==> src/mslc_pkg.sv <==
`timescale 1ns / 1ps
`default_nettype none
package mslc_pkg;

    localparam int FRAC_BITS_DEF = 16;
    localparam int CFG_COUNT = 8;
    localparam int CFG_IDX_W = 3;
    localparam logic [31:0] MEAS_RESET = 32'd20000;

    typedef enum logic [2:0] {
        CFG_FILTER_KEEP  = 3'd0,
        CFG_SPEED_SCALE  = 3'd1,
        CFG_LOOP_GAIN    = 3'd2,
        CFG_ZERO_SUM     = 3'd3,
        CFG_ZERO_PRODUCT = 3'd4,
        CFG_POLE_SUM     = 3'd5,
        CFG_POLE_PRODUCT = 3'd6,
        CFG_MEAS_IVL     = 3'd7
    } t_cfg_idx;

    typedef struct packed {
        logic signed [15:0] target_speed;
        logic        [15:0] pulse_count;
        logic        [31:0] since_measure_us;
        logic        [31:0] since_step_us;
    } t_in;

    typedef struct packed {
        logic        [7:0]  pwm_duty;
        logic               clear_count;
        logic signed [15:0] measured_speed;
    } t_out;

    typedef enum logic [4:0] {
        S_IDLE,
        S_DIV,      // rate division, one quotient bit per cycle
        S_DT,       // dt by reciprocal multiply
        S_M_KEEP,   // filter_keep * filtered_speed
        S_M_SCALE,  // speed_scale * rate
        S_ERR,
        S_M_GAIN,
        S_M_XDT,
        S_M_IIDT,
        S_M_ZS,
        S_M_ZP,
        S_M_PS,
        S_M_PP,
        S_Y,
        S_M_YDT,
        S_M_OIDT,
        S_OUT
    } t_state;

    // Multiplier unit control
    typedef struct packed {
        logic               start;
        logic signed [31:0] a;
        logic signed [31:0] b;
    } t_mul_req;

endpackage
`default_nettype wire

==> src/mslc_mul.sv <==
`timescale 1ns / 1ps
`default_nettype none
// Shared Q multiplier: registered operands, registered 64-bit product,
// then floor shift and saturation.
module mslc_mul #(
    parameter int FRAC_BITS = mslc_pkg::FRAC_BITS_DEF
) (
    input  wire logic               i_clk,
    input  wire mslc_pkg::t_mul_req i_req,
    output logic signed [31:0]      o_q,      // sat(floor(a*b >> F))
    output logic signed [63:0]      o_shr     // floor(a*b >> F), unsaturated
);
    import mslc_pkg::*;

    logic signed [31:0] r_a, r_b;
    logic signed [63:0] r_p;

    always_ff @(posedge i_clk) begin
        r_a <= i_req.a;
        r_b <= i_req.b;
        r_p <= r_a * r_b;
    end

    assign o_shr = r_p >>> FRAC_BITS;

    always_comb begin
        if (o_shr > 64'sh7FFFFFFF) o_q = 32'sh7FFFFFFF;
        else if (o_shr < -64'sh80000000) o_q = -32'sh80000000;
        else o_q = o_shr[31:0];
    end
endmodule
`default_nettype wire

==> config.mk <==
export PLATFORM = sky130hd
export DESIGN_NAME = mslc_mul
export DESIGN_NICKNAME = d
export VERILOG_FILES = /design/src/mslc_pkg.sv /design/src/mslc_mul.sv
export SDC_FILE = /design/constraint.sdc
export NUM_CORES = 2
export LEC_CHECK = 0
export ABC_AREA = 1
export BUFFER_PORTS_ARGS = -buffer_cell sky130_fd_sc_hd__buf_2
export CORE_UTILIZATION = 30
export CTS_CLUSTER_DIAMETER = 40
export DETAILED_ROUTE_END_ITERATION = 6
export PLACE_DENSITY = 0.51
export SYNTH_ARGS = -nofsm -noshare
export SYNTH_HDL_FRONTEND = slang
export SYNTH_SLANG_ARGS = --single-unit
==> constraint.sdc <==
create_clock -name i_clk -period 17.82 [get_ports i_clk]
set_input_delay 1.782 -clock i_clk [delete_from_list [all_inputs] [get_ports i_clk]]
set_output_delay 1.782 -clock i_clk [all_outputs]
set_load 0.05 [all_outputs]
=== Word-level counts from Yosys, hierarchy flattened ===
Index checks and enable logic that the tools add are counted.

* Flip-flop bits (word level): 128
* Output and inout bits: 96
* Logic and storage cells: 8

* Multipliers: 1
* Magnitude comparators: 2
* Muxes and demuxes: 2

{| class="wikitable"
|+ Operators with widths
! kind !! number
|-
| $mul A32 B32 Y64 || 1
|-
| $mux W32 || 2
|-
| $gt A48 B32 Y1 const B || 1
|-
| $lt A48 B32 Y1 const B || 1
|}

=== Longest topological paths before layout ===
* Word-level depth: 3
* Mapped depth: 32
* Gate-level depth less buffers: 31

=== Worst setup path after synthesis ===
No wires, ideal clock.

* Path type: flip-flop to flip-flop
* Start point: register r_a[31]
* End point: register r_p[63]
* Arrival: 6.946 ns
* Required time: 17.708 ns
* Slack: 10.762 ns
* Stages on the path, launching flop included: 28
* Cell sequence: dfxtp_1 clkbuf_1 nand2_1 inv_1 fa_1 inv_1 fa_1 inv_1 fa_1 fa_1 inv_1 fa_1 inv_1 fa_1 inv_1 fa_1 inv_1 fa_1 ha_1 nand2_1 nor2_1 inv_1 nor2_2 nand2_1 nor3_1 a21oi_1 nand2_1 nand2_1

* Longest elaborated chain between the ends: 1

{| class="wikitable"
|+ Ends and longest elaborated chain
! what !! RTL line !! RTL
|-
| start, declared || mslc_mul.sv:15 || <nowiki>logic signed [31:0] r_a, r_b;</nowiki>
|-
| start signal, assigned || mslc_mul.sv:19 || <nowiki>r_a <= i_req.a;</nowiki>
|-
| $mul A32 B32 Y64 || mslc_mul.sv:21 || <nowiki>r_p <= r_a * r_b;</nowiki>
|-
| end signal, assigned || mslc_mul.sv:21 ||
|-
| end, declared || mslc_mul.sv:16 || <nowiki>logic signed [63:0] r_p;</nowiki>
|}

No other way between the ends.

=== Final worst setup path ===
* Start point: register r_b[6]
* End point: register r_p[54]

* Longest elaborated chain between the ends: 1

{| class="wikitable"
|+ Ends and longest elaborated chain
! what !! RTL line !! RTL
|-
| start, declared || mslc_mul.sv:15 ||
|-
| start signal, assigned || mslc_mul.sv:20 || <nowiki>r_b <= i_req.b;</nowiki>
|-
| $mul A32 B32 Y64 || mslc_mul.sv:21 ||
|}

No other way between the ends.

==> impl_metrics.tcl <==
set metrics [dict create \
    hpwl_mm 97.7 \
    finClkSkew_ns 0.0361 \
    rows 135 \
    clkSlewWorstSetupHoldPaths_ns 0.12 \
    synthesis.area_sq_um 41000 \
    wl_per_cell_microns 16.5 \
    yosysTopAreaCell "fa_1" \
    grt_max_degree 33 \
    hold_viol 0 \
    fill_cells 14500 \
    min_period_over_period 0.480 \
    multi_input_area_sq_um 31700 \
    critPathKind "flip-flop to flip-flop" \
    antenna_found_initial 0 \
    fmax_mhz 117 \
    cp_max_fo 32 \
    tns_ns 0 \
    crit_arrival_ns 8.91 \
    via_count 30300 \
    cts_hold_buf 0 \
    syn_to_final_growth_pct 7.10 \
    synth.most_common_cell "inv_1" \
    timing.hold.ws_ns 1.33 \
    cts_buffers 9 \
    ant_nets 0 \
    yosys-top-cells-area "fa_1 (53%), inv_1 (15%), nand2_1 (13%), ha_1 (5.5%), dfxtp_1 (5.5%)" \
    clock-sinks 112 \
    syn_inst 5140 \
    synthTopCellsByCount "inv_1 (1651), nand2_1 (1435), fa_1 (1081)" \
    worstMarginPinSlew_ns 1.05 \
    dieArea_sq_um 138000 \
    core_area_sq_um 135000 \
    yosysWarnings 0 \
    io_pins 162 \
    grt_pass1_wl_mm 187 \
    cts_setup_buffers 0 \
    drc 0 \
    synth_top_area_share 0.528 \
    rsz0062_at_grt "no" \
    ys.flop_type "dfxtp_1" \
    htreeDepth 3 \
    yosys.cell_types.count 29 \
    startpoint_type "flip-flop" \
    grt_pass1_vias 33300 \
    rr_worst_depth 26 \
    hold_path_class "flip-flop to flip-flop" \
    relSlewSlack 0.302 \
    required_ns 18.17 \
    die_y_microns 372 \
    synth.avg_cell_area_sq_um 7.97 \
    gp_congestion 0.940 \
    vias_per_cell 4.37 \
    cts_root_buf "clkbuf_16" \
    seqCellArea_sq_um 2260 \
    holdPathStages 6 \
    endpoint_kind "flip-flop" \
    layout-drive-gt1-share 0.0535 \
    cts_max_path_buffers 2 \
    cts_tree "built" \
    grt_use_total 0.176 \
    portBuffers 160 \
    ys_ff_latch 112 \
    drtIter0Drc 1607 \
    async_reset_ff_frac 0 \
    synth_nets 6467 \
    synth-edff-count 0 \
    clkLatencyLatePin_ns 0.48 \
    drv_cap 0 \
    ctsResizeCount 0 \
    finalMaxSlewViolations 0 \
    setup_viol 0 \
    start_util 0.302 \
    post-route-min-period_ns 8.56 \
    routed_wl_mm 114 \
    seq_area_frac_synth 0.0547 \
    chipWidth_microns 372 \
    dr.pass1.iters 7 \
    status "completed" \
    overflow 0 \
    final_nets 6477 \
]
-- sequential cells by signal (all words and copies together), names as in the netlist --
signal,flops
r_p,48
r_a,32
r_b,32
-- layer usage --
metal | wire, microns | vias to the layer above | global-route usage
li1 | - | 14100 | -
met1 | 49100 | 15600 | 0.223
met2 | 60000 | 522 | 0.323
met3 | 3430 | 95 | 0.0139
met4 | 1980 | 0 | 0.0392
met5 | 0 | - | 0
-- worst max-delay path, cell delays in order, from the launching register on --
cell and delay (ns):
dfxtp_2 0.90, nand2_1 0.19, inv_1 0.13, fa_1 0.42
inv_1 0.26, fa_1 0.48, inv_1 0.21, fa_1 0.50
fa_1 0.98, inv_1 0.44, fa_1 0.59, inv_1 0.05
fa_1 0.52, inv_1 0.05, fa_1 0.47, inv_1 0.05
fa_1 0.45, ha_1 0.46, nand2_1 0.14, nor2_1 0.19
inv_1 0.09, nor2_2 0.20, nand2_1 0.13, nor4_2 0.16
nand2_1 0.17, nand4_1 0.11, nand2_1 0.07
-- path summary, 6_finish.rpt --
kind	from	end	slack (ns)
min	r_a[1]	r_p[21]	1.33
max reg2reg	r_b[6]	r_p[54]	9.26
max	r_b[6]	r_p[54]	9.26
min reg2reg	r_a[1]	r_p[21]	1.33
-- cells by family (layout without fill, tap and decap cells) --
logic type | count (synthesis) | in the layout | synth area share
other | 0 | 1 | 0
buffers and inverters | 1871 | 1886 | 0.173
AOI/OAI and AO/OA | 165 | 165 | 0.0210
adders and majority gates | 1261 | 1261 | 0.583
xor gates and xnor gates | 31 | 31 | 0.00663
and+or+nand+nor | 1700 | 1700 | 0.162
DFF | 112 | 112 | 0.0547
-- metrics by stage --
| stage | utilization | std cells | cell area, sq um | setup slack [ns] |
|---|---|---|---|---|
| floorplan | - | 5140 | 41000 | 10.76 |
| finish | 0.324 | 6937 | 43900 | 9.26 |
| global placement | 0.322 | 6920 | 43600 | 9.27 |
| global route | 0.324 | 6936 | 43900 | 8.65 |
| CTS | 0.324 | 6936 | 43900 | 9.19 |
| detailed placement | 0.322 | 6920 | 43600 | 9.28 |
-- final cells by class --
type	count	share of cell area
multi-input combinational	3157	0.721
inverter	1653	0.141
sequential	112	0.0514
tap	1781	0.0508
timing repair buffer	217	0.0280
clock buffer	10	0.00545
clock inverter	6	0.00151
antenna	1	0.0000570
-- layout by cell type, fill, tap and decap left out, drive strengths merged --
| master | count |
|---|---|
| nand4 | 16 |
| clkinvlp | 1 |
| ha | 180 |
| xor2 | 25 |
| or2 | 7 |
| diode | 1 |
| xnor2 | 6 |
| nor3 | 12 |
| o21a | 3 |
| a21oi | 80 |
| clkinv | 1 |
| nand3b | 2 |
| inv | 1657 |
| o21ai | 71 |
| nand2b | 2 |
| buf | 217 |
| nor2 | 152 |
| nand3 | 56 |
| fa | 1081 |
| a21o | 3 |
| nor4 | 10 |
| nand2 | 1443 |
| clkbuf | 10 |
| dfxtp | 112 |
| o21bai | 8 |
Power is not shown: default switching activity piles up to over one toggle a cycle in this logic, so the estimate is an artifact.
