File: src/mslc_pkg.sv
`timescale 1ns / 1ps
`default_nettype none
package mslc_pkg;

    localparam int FRAC_BITS_DEF = 16;
    localparam int CFG_COUNT = 8;
    localparam int CFG_IDX_W = 3;
    localparam logic [31:0] MEAS_RESET = 32'd20000;

    typedef enum logic [2:0] {
        CFG_FILTER_KEEP  = 3'd0,
        CFG_SPEED_SCALE  = 3'd1,
        CFG_LOOP_GAIN    = 3'd2,
        CFG_ZERO_SUM     = 3'd3,
        CFG_ZERO_PRODUCT = 3'd4,
        CFG_POLE_SUM     = 3'd5,
        CFG_POLE_PRODUCT = 3'd6,
        CFG_MEAS_IVL     = 3'd7
    } t_cfg_idx;

    typedef struct packed {
        logic signed [15:0] target_speed;
        logic        [15:0] pulse_count;
        logic        [31:0] since_measure_us;
        logic        [31:0] since_step_us;
    } t_in;

    typedef struct packed {
        logic        [7:0]  pwm_duty;
        logic               clear_count;
        logic signed [15:0] measured_speed;
    } t_out;

    typedef enum logic [4:0] {
        S_IDLE,
        S_DIV,      // rate division, one quotient bit per cycle
        S_DT,       // dt by reciprocal multiply
        S_M_KEEP,   // filter_keep * filtered_speed
        S_M_SCALE,  // speed_scale * rate
        S_ERR,
        S_M_GAIN,
        S_M_XDT,
        S_M_IIDT,
        S_M_ZS,
        S_M_ZP,
        S_M_PS,
        S_M_PP,
        S_Y,
        S_M_YDT,
        S_M_OIDT,
        S_OUT
    } t_state;

    // Multiplier unit control
    typedef struct packed {
        logic               start;
        logic signed [31:0] a;
        logic signed [31:0] b;
    } t_mul_req;

endpackage
`default_nettype wire

File: src/mslc_div.sv
`timescale 1ns / 1ps
`default_nettype none
// Restoring divider, one quotient bit per cycle, 64-bit dividend.
// Done is registered: the quotient is complete when it is high.
module mslc_div (
    input  wire logic        i_clk,
    input  wire logic        i_rst_n,
    input  wire logic        i_start,
    input  wire logic [63:0] i_num,
    input  wire logic [31:0] i_den,
    output logic             o_done,
    output logic [63:0]      o_quo
);
    import mslc_pkg::*;

    logic [63:0] r_quo, n_quo;
    logic [32:0] r_rem, n_rem;
    logic [31:0] r_den;
    logic [6:0]  r_cnt, n_cnt;
    logic        r_busy, n_busy;
    logic        r_done;
    logic [32:0] v_sh;

    always_comb begin
        n_quo = r_quo; n_rem = r_rem; n_cnt = r_cnt; n_busy = r_busy;
        v_sh = {r_rem[31:0], r_quo[63]};
        if (i_start) begin
            n_quo = i_num; n_rem = '0; n_cnt = 7'd64; n_busy = 1'b1;
        end else if (r_busy) begin
            n_quo = {r_quo[62:0], 1'b0};
            if (v_sh >= {1'b0, r_den}) begin
                n_rem = v_sh - {1'b0, r_den};
                n_quo[0] = 1'b1;
            end else begin
                n_rem = v_sh;
            end
            n_cnt = r_cnt - 7'd1;
            if (r_cnt == 7'd1) n_busy = 1'b0;
        end
    end

    always_ff @(posedge i_clk) begin
        if (!i_rst_n) begin
            r_busy <= 1'b0;
            r_cnt  <= '0;
            r_done <= 1'b0;
        end else begin
            r_busy <= n_busy;
            r_cnt  <= n_cnt;
            r_done <= r_busy && (r_cnt == 7'd1) && !i_start;
        end
        r_quo <= n_quo;
        r_rem <= n_rem;
        if (i_start) r_den <= i_den;
    end

    assign o_done = r_done;
    assign o_quo  = r_quo;
endmodule
`default_nettype wire
File: config.mk
export PLATFORM = sky130hd
export DESIGN_NAME = mslc_div
export DESIGN_NICKNAME = d
export VERILOG_FILES = /design/src/mslc_pkg.sv /design/src/mslc_div.sv
export SDC_FILE = /design/constraint.sdc
export NUM_CORES = 1
export LEC_CHECK = 0
export BUFFER_PORTS_ARGS = -buffer_cell sky130_fd_sc_hd__buf_2
export CAP_MARGIN = 20
export CORE_MARGIN = 8
export CORE_UTILIZATION = 50
export CTS_CLUSTER_DIAMETER = 100
export DETAILED_ROUTE_END_ITERATION = 16
export GPL_TIMING_DRIVEN = 0
export PLACE_DENSITY = 0.86
export SYNTH_ARGS = -nofsm -noshare
export SYNTH_HDL_FRONTEND = slang
export SYNTH_SLANG_ARGS = --single-unit
File: constraint.sdc
create_clock -name i_clk -period 6.5 [get_ports i_clk]
set_input_delay 0.975 -clock i_clk [delete_from_list [all_inputs] [get_ports i_clk]]
set_output_delay 0.975 -clock i_clk [all_outputs]
set_load 0.02 [all_outputs]
* Word level (Yosys, flattened, before mapping)
Cells that the tools add are included.
Word-level totals: output and inout port bits 65, flip-flop bits (word level) 137, word-level logic and storage cells 26, bits of input ports 99
Cells by class: add/sub/neg operators 2, order comparisons 1, muxes and demuxes 9, reductions and logical operators 5, equal/unequal tests 1, bitwise gates (word level) 1
Operators by type and width (count):
- $mux W64 | 2
- $ge A33 B32 Y1 | 1
- $mux W32 | 1
- $sub A32 B32 Y32 | 1
- $mux W7 | 2
- $eq A7 B1 Y1 const B | 1
- $sub A7 B1 Y7 const B | 1
- $mux W1 | 4
- $logic_and A1 B1 Y1 | 2
- $reduce_bool A2 Y1 | 1
- $reduce_or A2 Y1 | 1
- $logic_not A1 Y1 | 1
- $not A1 Y1 | 1

* Logic depth before layout (Yosys ltp)
depth after elaboration 4, mapped depth 13, mapped depth without buffers 12

* Worst setup path after synthesis
OpenSTA, ideal clock, no wires.
path type input to register, from input port i_start, to register r_quo[0], in the netlist o_quo[0] (enable), stages 4, data required time 6.082 ns, setup time 0.418 ns, data arrival time 2.767 ns, slack 3.315 ns, path through clkbuf_1 > nor2_1 > clkbuf_1 > inv_1
On the way: longest elaborated chain between the ends 1
RTL lines:
- start: declaration | RTL line mslc_div.sv:8 | input wire logic i_start,
- $reduce_bool A2 Y1 (no line)
- end signal: assignment | RTL line mslc_div.sv:52 | r_quo <= n_quo;
- end: declaration | RTL line mslc_div.sv:16 | logic [63:0] r_quo, n_quo;
Every way passes these cells. A chain may end at the register's enable or synchronous reset.

* Worst setup path in the final report
from register r_den[13], to register r_rem[24]
On the way: longest elaborated chain between the ends 2, elaborated cells between the ends (all ways) 3, those cells by class add/sub: 1; order compare: 1; mux: 1
RTL lines:
- start: declaration | RTL line mslc_div.sv:18 | logic [31:0] r_den;
- start signal: assignment | RTL line mslc_div.sv:54 | if (i_start) r_den <= i_den;
- $sub A32 B32 Y32 or $ge A33 B32 Y1 (tied branches) | RTL line mslc_div.sv:32, mslc_div.sv:31
- $mux W32 (*) | RTL line mslc_div.sv:31 | if (v_sh >= {1'b0, r_den}) begin
- end signal: assignment | RTL line mslc_div.sv:53 | r_rem <= n_rem;
- end: declaration | RTL line mslc_div.sv:17 | logic [32:0] r_rem, n_rem;
Mark *: on every way between the ends. The rest lies on a longest branch, timed or not.

==> flow_summary.yaml <==
synth:
  syn_inst: 674
  synth.avg_cell_area_sq_um: 10.9
  synth_edf_count: 96
  yosys_most_used_dff: "edfxtp_1"
  synth-simple-area-share_pct: 11.6
  synth.net_count: 808
  synth_top_family_by_area: "compound AO/OA/AOI/OAI gates"
  postSynth.asyncResetShare_pct: 0
  synthAdderAreaFrac_pct: 6.04
  yosysWarningCount: 0
  syn-cell-area_sq_um: 7380
  synth-seq-area-share_pct: 50.2
  ys_ff_latch: 137
  synthMuxAreaShare_pct: 10.0
  synthXorXnorAreaFrac_pct: 3.80
  synth_compound_area_share_pct: 14.1
  synth_cell_types: 58
timing:
  rsz0062_at_grt: "no"
  slew-limit-headroom_pct: 35.0
  setup_tns_ns: 0
  setup_viol: 0
  hold_violations: 0
  final.setup.worst_slack_ns: 2.85
  fin_crit_ns: 3.65
  max_freq_ghz: 0.274
  maxSlewViolCount: 0
  skew_ns: 0.00929
  worst_pin_slew_ns: 0.969
  min_period_over_period_pct: 56.1
worst_setup_path:
  worst_ep_arrival_time_ns: 3.97
  crit_chain: "inv_1, ha_1, clkbuf_1, nand4_1, nor3_1, o31a_1, or3_1, buf_2, a2111oi_4, o31ai_2, buf_2, o2111ai_1, o311ai_0"
  cp_slowest_stage_delay_ns: 0.83
  rr_worst_depth: 13
  cp-end-kind: "register"
  path_max_fanout: 10
  cpMostUsedCell: "buf_2"
  r2r-start: "r_den[13]"
  critical_path_class: "register to register"
  crit_slowest_cell: "o31ai_2"
  cp.required_ns: 6.83
  cp_num_buf_inv: 4
  cpLargestDelayFamily: "compound AO/OA/AOI/OAI gates"
  critPathLaunchType: "register"
  r2r_slack_ns: 2.85
  r2r_end: "r_rem[24]"
clocking:
  cts.sinks: 137
  cts-root-buf: "clkbuf_16"
  cts_buffers: 17
  worstSkewPairLatency_ns: 0.43
  clk_path_buf_depth: 2
  cts_tree: "done"
  post_cts_buffers: 0
  cts_resized: 0
  clk_pin_slew_ns: 0.07
  cts.hold.buffers_added: 0
  cts-htree-levels: 4
pwr:
  seqPwrFrac_pct: 42.7
  p_sw_mw: 0.741
  clock_power_share_pct: 38.7
  powerDensity_nw_per_um2: 276
  sw_frac_of_total_pct: 29.8
  leakage_nw: 3.75
  power_mw: 2.49
  peakVddDrop_mv: 0.191
  p_comb_share_pct: 18.6
  p_int_mw: 1.75
drt:
  post_drt_via_cell_ratio: 5.70
  first_pass_iters: 7
  ant_nets: 0
  drtIter0Drc: 403
  vias: 6015
  drt_wl_total_um: 19900
  drc_errors: 0
  avgRoutedWirePerCell_um: 18.9
floorplan:
  die_h_um: 137
  dieArea_sq_um: 18900
  fp-row-count: 44
  core_sq_um: 14500
  die_w_um: 137
  start_util_pct: 51.0
  io_pins: 164
cells_and_area:
  final_nets: 991
  drive_gt1_share_pct: 33.1
  final_common_cell: "buf_2"
  final_cell_mix: "buf_2, edfxtp_1, nand2_1, mux2_2, nor2_1"
  area_delta_synth_final_pct: 22.4
  final_util_pct: 62.3
flow_run:
  max_cap_violations: 0
grt:
  grt_pass1_wl_um: 30900
  first_global_vias: 6190
  grt_max_degree: 37
  gr-total-overflow: 0
  antenna_found_initial: 2
  grt_usage_pct: 21.3
worst_hold_path:
  hold_class: "register to register"
  hold_start: "r_rem[31]"
  hold_end: "r_rem[31]"
  hold_depth: 2
placed_design:
  place_ws_ns: 2.73
  port-buffer-count: 163
  routabilityCongestion: 0.886
  dpl.hpwl_um: 15100
status:
  status: "finished, final reports clean"
[per-stage QoR]
step                std cells  cell area, sq um  hold WS, ns
floorplan                 674              7380        0.435
global placement         1021              8420        0.450
detailed placement       1022              8440        0.471
CTS                      1054              9020        0.489
global route             1054              9020        0.501
finish                   1055              9030        0.488
[cells by family after synthesis]
kind of cell / Yosys count
xor+xnor: 32
simple gates: 194
flops: 137
fa+ha+maj: 35
compound gates: 135
buf+inv: 75
mux: 66
[state kept, by name, summed over array words and instances (netlist names)]
signal  flops
r_busy      1
o_quo      64
o_done      1
r_cnt       7
r_den      32
r_rem      32
[worst reg2reg max path, stage by stage, from the launching register on]
cell       delay, ns
edfxtp_1        0.32
inv_1           0.05
ha_1            0.26
clkbuf_1        0.31
nand4_1         0.22
nor3_1          0.18
o31a_1          0.19
or3_1           0.10
buf_2           0.19
a2111oi_4       0.11
o31ai_2         0.83
buf_2           0.44
o2111ai_1       0.20
o311ai_0        0.14
[cells in the mapped netlist (all sizes together) (5+ instances only)]
master	count	share of area, %
nand3	24	1.6
a32oi	6	0.71
xor2	15	1.8
edfxtp	96	39
a211oi	11	1.2
mux2	64	9.8
nor3	9	0.61
a311oi	15	3.0
inv	43	2.2
o21a	5	0.51
nor2	60	3.1
buf	12	0.95
xnor2	17	2.0
a21o	7	0.71
ha	34	5.8
a21oi	34	2.3
dfxtp	41	11
o21ai	23	1.6
nand4	8	0.68
clkbuf	20	1.0
nand2	69	3.5
[power by group through the flow]
stage | Clock (mW) | Combinational, mW | Sequential [mW]
4_1_cts | 0.977 | 0.461 | 1.06
5_1_grt | 1.01 | 0.502 | 1.07
3_5_place_dp | 0 | 0.458 | 1.08
6_report | 0.964 | 0.462 | 1.06
2_1_floorplan | 0 | 0.259 | 1.13
3_3_place_gp | 0 | 0.444 | 1.08
[how the worst max path moves through the flow]
stage / from / slack, ns / endpoint / cells past startpoint
5_1_grt: r_den[13] / 2.57 / r_rem[24] / 13
2_1_floorplan: i_start / 3.31 / o_quo[0] / 4
6_report: r_den[13] / 2.85 / r_rem[24] / 13
3_5_place_dp: i_start / 2.73 / o_quo[23] / 6
3_3_place_gp: i_start / 1.67 / o_quo[55] / 5
4_1_cts: r_den[13] / 2.91 / r_rem[27] / 13
[metal layers]
metal	global-route usage, %	wire [um]	part of all wire (%)	vias up
met3	10.7	2260	11	37
li1	-	-	-	2858
met2	35.1	9670	49	260
met4	7.97	371	1.9	4
met5	0	22	0.11	-
met1	23.0	7600	38	2856
[layout make-up]
| cell class | count | area, sq um |
|---|---|---|
| tap | 184 | 230 |
| clock inverter | 15 | 155 |
| antenna | 1 | 2.50 |
| inverter | 43 | 161 |
| fill | 1167 | 5450 |
| clock buffer | 17 | 425 |
| multi-input combinational | 462 | 3370 |
| buffer | 32 | 145 |
| timing repair buffer | 164 | 836 |
| sequential | 137 | 3700 |
Power figures use the tool's default switching activity.
